### src/sv/mexp_pkg.sv
// ----------------------------------------------------------------------------
// Modular exponentiation package
// Widths, register map, microcode control word and the microcode program.
// ----------------------------------------------------------------------------
`timescale 1ns / 1ps

package mexp_pkg;

    localparam int unsigned OPND_W      = 31;
    localparam int unsigned MOD_W       = 30;
    localparam int unsigned PROD_W      = 2 * OPND_W;
    localparam int unsigned CNT_W       = $clog2(PROD_W + 1);
    localparam int unsigned IN_TDATA_W  = 64;
    localparam int unsigned OUT_TDATA_W = 32;
    localparam int unsigned APB_AW      = 2;
    localparam int unsigned APB_DW      = 32;
    localparam int unsigned PC_W        = 4;

    localparam logic [MOD_W-1:0]  MODULUS_RESET = 30'd1000000007;
    localparam logic [APB_AW-1:0] ADDR_MODULUS  = 2'd0;

    typedef logic [PC_W-1:0] t_pc;

    typedef enum logic [3:0] {
        ACT_NOP        = 4'd0,
        ACT_LOAD       = 4'd1,
        ACT_MUL_SQ_ONE = 4'd2,
        ACT_MUL_ACC_SQ = 4'd3,
        ACT_MUL_SQ_SQ  = 4'd4,
        ACT_REDUCE     = 4'd5,
        ACT_WB_SQ      = 4'd6,
        ACT_WB_ACC     = 4'd7,
        ACT_SHIFT      = 4'd8,
        ACT_CLR_ACC    = 4'd9,
        ACT_OUT        = 4'd10
    } t_act;

    typedef enum logic [3:0] {
        COND_NEVER     = 4'd0,
        COND_ALWAYS    = 4'd1,
        COND_NO_INPUT  = 4'd2,
        COND_TRIVIAL   = 4'd3,
        COND_RED_MORE  = 4'd4,
        COND_EXP_ZERO  = 4'd5,
        COND_BIT_CLEAR = 4'd6,
        COND_LAST_BIT  = 4'd7,
        COND_OUT_BUSY  = 4'd8
    } t_cond;

    typedef struct packed {
        t_act  act;
        t_cond cond;
        t_pc   target;
    } t_ctrl;

    localparam t_pc PC_IDLE   = 4'd0;
    localparam t_pc PC_TEST   = 4'd1;
    localparam t_pc PC_PRE    = 4'd2;
    localparam t_pc PC_PRE_R  = 4'd3;
    localparam t_pc PC_PRE_W  = 4'd4;
    localparam t_pc PC_EZERO  = 4'd5;
    localparam t_pc PC_BIT    = 4'd6;
    localparam t_pc PC_MUL    = 4'd7;
    localparam t_pc PC_MUL_R  = 4'd8;
    localparam t_pc PC_MUL_W  = 4'd9;
    localparam t_pc PC_SHIFT  = 4'd10;
    localparam t_pc PC_SQR    = 4'd11;
    localparam t_pc PC_SQR_R  = 4'd12;
    localparam t_pc PC_SQR_W  = 4'd13;
    localparam t_pc PC_ZERO   = 4'd14;
    localparam t_pc PC_FINISH = 4'd15;

    // A step jumps to its target when its condition holds, else it falls through.
    function automatic t_ctrl ucode_rom(input t_pc pc);
        t_ctrl w;
        begin
            case (pc)
                PC_IDLE:   w = '{ACT_LOAD,       COND_NO_INPUT,  PC_IDLE};
                PC_TEST:   w = '{ACT_NOP,        COND_TRIVIAL,   PC_ZERO};
                PC_PRE:    w = '{ACT_MUL_SQ_ONE, COND_NEVER,     PC_IDLE};
                PC_PRE_R:  w = '{ACT_REDUCE,     COND_RED_MORE,  PC_PRE_R};
                PC_PRE_W:  w = '{ACT_WB_SQ,      COND_NEVER,     PC_IDLE};
                PC_EZERO:  w = '{ACT_NOP,        COND_EXP_ZERO,  PC_FINISH};
                PC_BIT:    w = '{ACT_NOP,        COND_BIT_CLEAR, PC_SHIFT};
                PC_MUL:    w = '{ACT_MUL_ACC_SQ, COND_NEVER,     PC_IDLE};
                PC_MUL_R:  w = '{ACT_REDUCE,     COND_RED_MORE,  PC_MUL_R};
                PC_MUL_W:  w = '{ACT_WB_ACC,     COND_NEVER,     PC_IDLE};
                PC_SHIFT:  w = '{ACT_SHIFT,      COND_LAST_BIT,  PC_FINISH};
                PC_SQR:    w = '{ACT_MUL_SQ_SQ,  COND_NEVER,     PC_IDLE};
                PC_SQR_R:  w = '{ACT_REDUCE,     COND_RED_MORE,  PC_SQR_R};
                PC_SQR_W:  w = '{ACT_WB_SQ,      COND_ALWAYS,    PC_BIT};
                PC_ZERO:   w = '{ACT_CLR_ACC,    COND_ALWAYS,    PC_FINISH};
                PC_FINISH: w = '{ACT_OUT,        COND_OUT_BUSY,  PC_FINISH};
                default:   w = '{ACT_NOP,        COND_ALWAYS,    PC_IDLE};
            endcase
            return w;
        end
    endfunction

endpackage

### src/sv/modular_exponentiation.sv
// ----------------------------------------------------------------------------
// Modular exponentiation
// Computes base to the power of exponent modulo a configured modulus by
// right-to-left square and multiply, run by a small microcode program.
// ----------------------------------------------------------------------------
// One request is worked on at a time. A zero base or a modulus below two
// gives 0, and a zero exponent gives 1. Every modular multiply forms the
// 31 by 31 bit product, runs the reduction unit, which retires one product
// bit per cycle with a compare and subtract, and writes the result back. A
// finished result waits in an output register, and the next request is
// taken meanwhile. The modulus sits at byte address 0 and resets to
// 1000000007.
`timescale 1ns / 1ps

module modular_exponentiation (
    input  logic                                i_clk,
    input  logic                                i_rst_n,
    input  logic                                psel,
    input  logic                                penable,
    input  logic                                pwrite,
    input  logic [mexp_pkg::APB_AW-1:0]         paddr,
    input  logic [mexp_pkg::APB_DW-1:0]         pwdata,
    output logic [mexp_pkg::APB_DW-1:0]         prdata,
    output logic                                pready,
    input  logic                                s_axis_tvalid,
    output logic                                s_axis_tready,
    // Fields from bit 0: base_value (31), exponent (31), zero padding (2).
    input  logic [mexp_pkg::IN_TDATA_W-1:0]     s_axis_tdata,
    output logic                                m_axis_tvalid,
    input  logic                                m_axis_tready,
    // Fields from bit 0: power_result (30), zero padding (2).
    output logic [mexp_pkg::OUT_TDATA_W-1:0]    m_axis_tdata
);

    import mexp_pkg::*;

    logic [MOD_W-1:0]  r_mod;
    t_pc               r_pc;
    t_pc               n_pc;
    t_ctrl             w_ctrl;
    logic              w_jump;
    logic              w_out_busy;

    logic [OPND_W-1:0] r_sq;
    logic [OPND_W-1:0] r_exp;
    logic [MOD_W-1:0]  r_acc;
    logic [PROD_W-1:0] r_prod;
    logic [MOD_W-1:0]  r_rem;
    logic [CNT_W-1:0]  r_cnt;
    logic              r_out_valid;
    logic [MOD_W-1:0]  r_out_data;

    logic [OPND_W-1:0] w_mul_a;
    logic [OPND_W-1:0] w_mul_b;
    logic [PROD_W-1:0] w_prod;
    logic [MOD_W:0]    w_trial;
    logic [MOD_W:0]    w_mod_ext;
    logic [MOD_W-1:0]  w_rem_next;

    assign pready = 1'b1;

    always_ff @(posedge i_clk) begin
        if (!i_rst_n) begin
            r_mod <= MODULUS_RESET;
        end else if (psel && penable && pwrite && pready && paddr == ADDR_MODULUS) begin
            r_mod <= pwdata[MOD_W-1:0];
        end
    end

    always_comb begin
        if (paddr == ADDR_MODULUS) begin
            prdata = APB_DW'(r_mod);
        end else begin
            prdata = '0;
        end
    end

    assign w_ctrl        = ucode_rom(r_pc);
    assign w_out_busy    = r_out_valid && !m_axis_tready;
    assign s_axis_tready = (r_pc == PC_IDLE);

    always_comb begin
        case (w_ctrl.cond)
            COND_NEVER:     w_jump = 1'b0;
            COND_ALWAYS:    w_jump = 1'b1;
            COND_NO_INPUT:  w_jump = !s_axis_tvalid;
            COND_TRIVIAL:   w_jump = (r_sq == '0) || (r_mod < MOD_W'(2));
            COND_RED_MORE:  w_jump = (r_cnt != CNT_W'(1));
            COND_EXP_ZERO:  w_jump = (r_exp == '0);
            COND_BIT_CLEAR: w_jump = !r_exp[0];
            COND_LAST_BIT:  w_jump = (r_exp[OPND_W-1:1] == '0);
            COND_OUT_BUSY:  w_jump = w_out_busy;
            default:        w_jump = 1'b0;
        endcase
        n_pc = w_jump ? w_ctrl.target : r_pc + PC_W'(1);
    end

    always_ff @(posedge i_clk) begin
        if (!i_rst_n) begin
            r_pc <= PC_IDLE;
        end else begin
            r_pc <= n_pc;
        end
    end

    always_comb begin
        case (w_ctrl.act)
            ACT_MUL_SQ_ONE: begin
                w_mul_a = r_sq;
                w_mul_b = OPND_W'(1);
            end
            ACT_MUL_ACC_SQ: begin
                w_mul_a = OPND_W'(r_acc);
                w_mul_b = r_sq;
            end
            default: begin
                w_mul_a = r_sq;
                w_mul_b = r_sq;
            end
        endcase
        w_prod     = PROD_W'(w_mul_a) * PROD_W'(w_mul_b);
        w_trial    = {r_rem, r_prod[PROD_W-1]};
        w_mod_ext  = {1'b0, r_mod};
        if (w_trial >= w_mod_ext) begin
            w_rem_next = MOD_W'(w_trial - w_mod_ext);
        end else begin
            w_rem_next = w_trial[MOD_W-1:0];
        end
    end

    always_ff @(posedge i_clk) begin
        case (w_ctrl.act)
            ACT_LOAD: begin
                if (s_axis_tvalid) begin
                    r_sq  <= s_axis_tdata[OPND_W-1:0];
                    r_exp <= s_axis_tdata[2*OPND_W-1:OPND_W];
                    r_acc <= MOD_W'(1);
                end
            end
            ACT_MUL_SQ_ONE, ACT_MUL_ACC_SQ, ACT_MUL_SQ_SQ: begin
                r_prod <= w_prod;
                r_rem  <= '0;
                r_cnt  <= CNT_W'(PROD_W);
            end
            ACT_REDUCE: begin
                r_rem  <= w_rem_next;
                r_prod <= {r_prod[PROD_W-2:0], 1'b0};
                r_cnt  <= r_cnt - CNT_W'(1);
            end
            ACT_WB_SQ: begin
                r_sq <= OPND_W'(r_rem);
            end
            ACT_WB_ACC: begin
                r_acc <= r_rem;
            end
            ACT_SHIFT: begin
                r_exp <= r_exp >> 1;
            end
            ACT_CLR_ACC: begin
                r_acc <= '0;
            end
            default: begin
            end
        endcase
    end

    always_ff @(posedge i_clk) begin
        if (!i_rst_n) begin
            r_out_valid <= 1'b0;
        end else if (w_ctrl.act == ACT_OUT && !w_out_busy) begin
            r_out_valid <= 1'b1;
        end else if (m_axis_tready) begin
            r_out_valid <= 1'b0;
        end
    end

    always_ff @(posedge i_clk) begin
        if (w_ctrl.act == ACT_OUT && !w_out_busy) begin
            r_out_data <= r_acc;
        end
    end

    assign m_axis_tvalid = r_out_valid;
    assign m_axis_tdata  = OUT_TDATA_W'(r_out_data);

endmodule

### config.mk
export PLATFORM = sky130hd
export DESIGN_NAME = modular_exponentiation
export DESIGN_NICKNAME = d
export VERILOG_FILES = /design/src/sv/mexp_pkg.sv /design/src/sv/modular_exponentiation.sv
export SDC_FILE = /design/constraint.sdc
export NUM_CORES = 2
export LEC_CHECK = 0
export BUFFER_PORTS_ARGS = -buffer_cell sky130_fd_sc_hd__buf_2
export CORE_UTILIZATION = 45
export DETAILED_ROUTE_END_ITERATION = 7
export PLACE_DENSITY = 0.66
export SLEW_MARGIN = 20
export SYNTH_ARGS = -nofsm -noshare
export SYNTH_HDL_FRONTEND = slang
export SYNTH_SLANG_ARGS = --single-unit
### constraint.sdc
create_clock -name i_clk -period 22.6 [get_ports i_clk]
set_input_delay 1.13 -clock i_clk [delete_from_list [all_inputs] [get_ports i_clk]]
set_output_delay 1.13 -clock i_clk [all_outputs]
set_load 0.005 [all_outputs]
Yosys cells after proc, flatten, opt, wreduce, memory -nomap -nowiden
Memories as Yosys holds them, arrays and structs flattened. A register that Yosys moved wholly into a read port is not among the register bits.
Index checks and enable logic that the tools add are counted.
W data, S select, Z words.

operators by class
  multipliers = 1
  eq/ne operators = 20
  add/sub/neg operators = 3
  reduce and logical (&&, ||, !) cells = 24
  multiplexer cells = 18
  magnitude comparators = 2

operator list
  operator               count
  $mux W31               4
  $pmux W31 S2           2
  $pmux W62 S2           1
  $mux W30               3
  $pmux W30 S3           1
  $logic_not A31 Y1      2
  $mul A31 B31 Y62       1
  $pmux W30 S2           1
  $eq A4 B3 Y1 const B   8
  $ge A31 B30 Y1         1
  $logic_not A30 Y1      1
  $lt A30 B2 Y1 const B  1
  $sub A30 B30 Y30       1
  $eq A4 B2 Y1 const B   4
  $eq A4 B4 Y1 const B   4
  $pmux W6 S2            1
  $eq A4 B1 Y1 const B   2
  $mux W4                2
  $pmux W1 S8            1
  $reduce_bool A2 Y1     4
  $ne A6 B1 Y1 const B   1
  $reduce_and A2 Y1      3
  $sub A6 B1 Y6 const B  1
  $logic_and A1 B1 Y1    5
  other kinds (9)        13

word-level totals
  word-level logic and storage cells = 79
  output and inout bits = 67
  input bits = 105
  bits in read-only memories = 192
  register bits = 255
  memories = 1

memory list
  memory            words  bits a word  rd ports  clocked after memory_dff  wr ports  line            text
  (name not given)  16     12           1         1                         0         mexp_pkg.sv:77  case (pc)

Logic depth before layout (Yosys ltp)
  depth in word-level cells = 5
  gate-level depth with buffers = 33
  gate-level depth less buffers = 28

Worst setup path after synthesis
OpenSTA, ideal clock, no wires.

  path type = register -> register
  start point = register w_ctrl[8] (netlist name)
  end point = register r_prod[42] (data pin)
  path buffers = 3
  period minus slack after synthesis = 8190 ps
  path slack = 14410 ps
  stages on the path, launching flop included = 28
  library setup time = 270 ps
  arrival = 7920 ps
  required time = 22330 ps
  cells stage by stage = dfxtp_1 -> buf_2 -> nand2_1 -> nor3_1 -> buf_2 -> mux2i_1 -> clkbuf_1 -> nor2_1 -> fa_1 -> fa_1 -> inv_1 -> fa_1 -> fa_1 -> fa_1 -> inv_1 -> fa_1 -> fa_1 -> fa_1 -> ha_1 -> a21o_1 -> a21o_1 -> a221oi_1 -> o22ai_1 -> a31oi_1 -> nand2_1 -> a41oi_1 -> xor2_1 -> a21oi_1

on the way
  word-level cells in the longest chain between the ends = 4
  elaborated cells between the ends (all ways) = 9
  those cells by class = 1 x mul; 4 x eq/ne; 3 x mux; 1 x reduce/logical

RTL lines
  item                  line                                                          text
  $eq A4 B2 Y1          modular_exponentiation.sv:107, modular_exponentiation.sv:132
  $mux W31              modular_exponentiation.sv:107                                 case (w_ctrl.act)
  $mul A31 B31 Y62      modular_exponentiation.sv:121                                 w_prod = PROD_W'(w_mul_a) * PROD_W'(w_mul_b);
  $pmux W62 S2 (*)      modular_exponentiation.sv:132                                 case (w_ctrl.act)
  to (signal assigned)  modular_exponentiation.sv:141                                 r_prod <= w_prod;
  to (signal assigned)  modular_exponentiation.sv:147                                 r_prod <= {r_prod[PROD_W-2:0], 1'b0};
  to (decl)             modular_exponentiation.sv:47                                  logic [PROD_W-1:0] r_prod;

Every way passes the cells marked *; elsewhere a longest branch is shown, timed or not.
A chain may end at the register's enable or synchronous reset.

Worst setup path after layout
  start point = register w_ctrl[8] (netlist name)
  end point = register r_prod[61] (data pin)

on the way
  word-level cells in the longest chain between the ends = 4
  elaborated cells between the ends (all ways) = 9
  those cells by class = 1 x mul; 4 x eq/ne; 3 x mux; 1 x reduce/logical

RTL lines
  item              line
  $eq A4 B2 Y1      modular_exponentiation.sv:107, modular_exponentiation.sv:132
  $mux W31          modular_exponentiation.sv:107
  $mul A31 B31 Y62  modular_exponentiation.sv:121
  $pmux W62 S2 (*)  modular_exponentiation.sv:132

Marks and branches as above.

==> results.ini <==
[die]
die_area_mm2 = 0.09930
fp.dieW_um = 315.1
rows = 114
fp.dieH_um = 315.1
start_util_pct = 45.55
ios = 172
coreArea_mm2 = 0.09685

[place]
dp_hpwl_um = 107200
port_buffers = 162
gp_congestion = 0.9684

[timing]
fin_tns_setup_ns = 0
slew_headroom_pct = 29.03
slew_violations = 0
fin_crit_ns = 10.33
fin_skew_ns = 0.05055
tightest_slew_ns = 1.065
min_period_over_period_pct = 45.73
setup_violations = 0
hold_viol_final = 0
fmax_mhz = 96.76
rsz0062_at_grt = no

[worst_setup_path]
crit_top_cell = fa_1
crit_path_end_kind = flip-flop
crit_path_start_kind = flip-flop
reg2reg_depth = 28
crit_type = reg2reg
startpoint = w_ctrl[8]$_DFF_P_
cpMaxStageDelayCell = and2_1
cp.arrival_ns = 10.70
reg2reg_from = w_ctrl[8]$_DFF_P_
path_max_fanout = 55
max_stage_delay_ns = 0.92
worstPathRequired_ns = 22.96

[cts]
clk_pin_slew_ns = 0.06
cts_tree = yes
clockBufferDepth = 3
cts_repair_resize_count = 0
numCtsBuffers = 34
post_cts_buffers = 0
clk_latency_ns = 0.59
hold_buffers = 0
cts-root-buf = clkbuf_16
clock_sinks = 267
cts-htree-levels = 2

[routing]
viasPerCell = 5.621
drt_pre_antenna_iters = 8
first_iter_violations = 3082
vias = 34683
ant_nets = 0
wl_per_cell_um = 22.59
wl_um = 139400
drc = 1

[synth]
async_reset_ff_share_pct = 0
synth.area.top_cells = fa_1 (38%), edfxtp_1 (15%), ha_1 (8.4%)
synth_ff_type = edfxtp_1
synthCells = 4829
syn-mean-instance-area_um2 = 9.136
seq_area_frac_synth_pct = 17.11
yosysTopAreaCellShare_pct = 38.02
synth_top_area_cell = fa_1
yosys_warnings = 0
synth_cell_types = 84
synth_edf_count = 220
syn_area_mm2 = 0.04412
synth_seq_cells = 267

[flow_run]
drv_cap = 0

[global_route]
grt_pass1_wl_um = 212300
grt_pass1_vias = 35866
grt_max_degree = 87
grt_overflow = 0
grt.total_usage_pct = 28.61
antenna_found_initial = 3

[finish]
syn2layout_area_growth_pct = 7.532
nets = 6106
post-route-util_pct = 48.99
fill_cells = 9109
drive_gt1_share_pct = 8.729

[hold_path]
hp-class = reg2reg
min_from = r_mod[6]$_SDFFE_PN0P_
min_delay_path_depth = 2

[status]
status = complete, but fails checks
violations = design-rule violations

-- final cells by class --
type | instances | area [µm²] | share of cell area (%)
Antenna cell | 2 | 5.005 | 0.01055
Clock inverter | 16 | 178.9 | 0.3771
Tap cell | 1276 | 1597 | 3.365
Inverter | 829 | 3117 | 6.569
Sequential cell | 267 | 7547 | 15.91
Multi-Input combinational cell | 3475 | 32550 | 68.60
Timing Repair Buffer | 261 | 1554 | 3.275
Clock buffer | 44 | 898.4 | 1.894
-- per-layer routing --
metal | wire length (µm) | vias to the layer above | global-route usage [%]
met2 | 63530 | 1748 | 45.60
met5 | 34 | - | 0
met4 | 8395 | 4 | 14.74
li1 | - | 15112 | -
met3 | 13900 | 407 | 5.960
met1 | 53520 | 17412 | 36.77
-- metrics by stage --
step                setup WS [ns]  std cells  area [µm²]  hold WS [ns]
floorplan                   14.41       4832       44130        0.4490
global placement            12.49       6108       46360        0.4576
detailed placement          12.44       6108       46360        0.4629
CTS                         12.43       6168       47440        0.4708
global route                11.91       6169       47440        0.4827
finish                      12.27       6170       47440        0.4739
-- Yosys cell counts, drive strengths merged, types with 12 or more instances --
cell type  instances
o21ai             94
nand2            710
inv              829
nand2b            14
clkbuf           222
fa               838
edfxtp           220
o21bai            22
ha               295
nand4             28
and2              74
and3              15
a21boi            12
nor2             617
a21oi            174
a21o              52
nor4              25
o211ai            30
nor2b             16
o21a              13
xnor2             54
nand3             75
buf               39
a211oi            14
nor3              69
mux2i             42
mux2              61
xor2              26
dfxtp             47
-- flip-flops by register name, summed over array words and instances, names as in the netlist --
register / cells
m_axis_tvalid: 1
r_acc: 30
r_cnt: 6
r_exp: 31
r_mod: 30
r_out_data: 30
r_pc: 4
r_prod: 62
r_rem: 30
r_sq: 31
w_ctrl: 12
-- path summary, 6_finish.rpt --
path	slack, ns	endpoint
max	12.27	r_prod[61]$_DFFE_PP_
min	0.47	r_mod[6]$_SDFFE_PN0P_
max reg2reg	12.27	r_prod[61]$_DFFE_PP_
min reg2reg	0.47	r_mod[6]$_SDFFE_PN0P_
-- critical path, delay by kind of cell (launching register included) --
| family | cells | cell delay [ns] |
|---|---|---|
| AOI/OAI and AO/OA | 6 | 2.28 |
| DFF | 1 | 0.53 |
| buffers and inverters | 6 | 0.90 |
| adders and majority gates | 9 | 4.25 |
| and+or+nand+nor | 7 | 2.12 |
-- kinds of logic after synthesis --
kind of cell / synth area share [%]
buffers and inverters: 9.480
flip-flops: 17.11
multiplexers: 2.510
XOR/XNOR: 1.588
adder cells (fa/ha/maj): 46.39
AO/OA/AOI/OAI: 6.716
AND/OR/NAND/NOR: 16.19
other: 0.01702
-- placed cells by master (no fill, tap or decap), drive strengths merged, types with 30 or more instances in the layout --
master,synthesis,routed
a21o,52,52
a21oi,174,174
and2,74,74
buf,39,261
clkbuf,222,44
dfxtp,47,47
edfxtp,220,220
fa,838,838
ha,295,295
inv,829,831
mux2,61,61
mux2i,42,42
nand2,710,710
nand3,75,75
nor2,617,617
nor3,69,69
o211ai,30,30
o21ai,94,94
xnor2,54,54
Power is left out: the tool's default activity adds up to more than one toggle a clock period on the data nets, which glitch-free logic cannot reach.
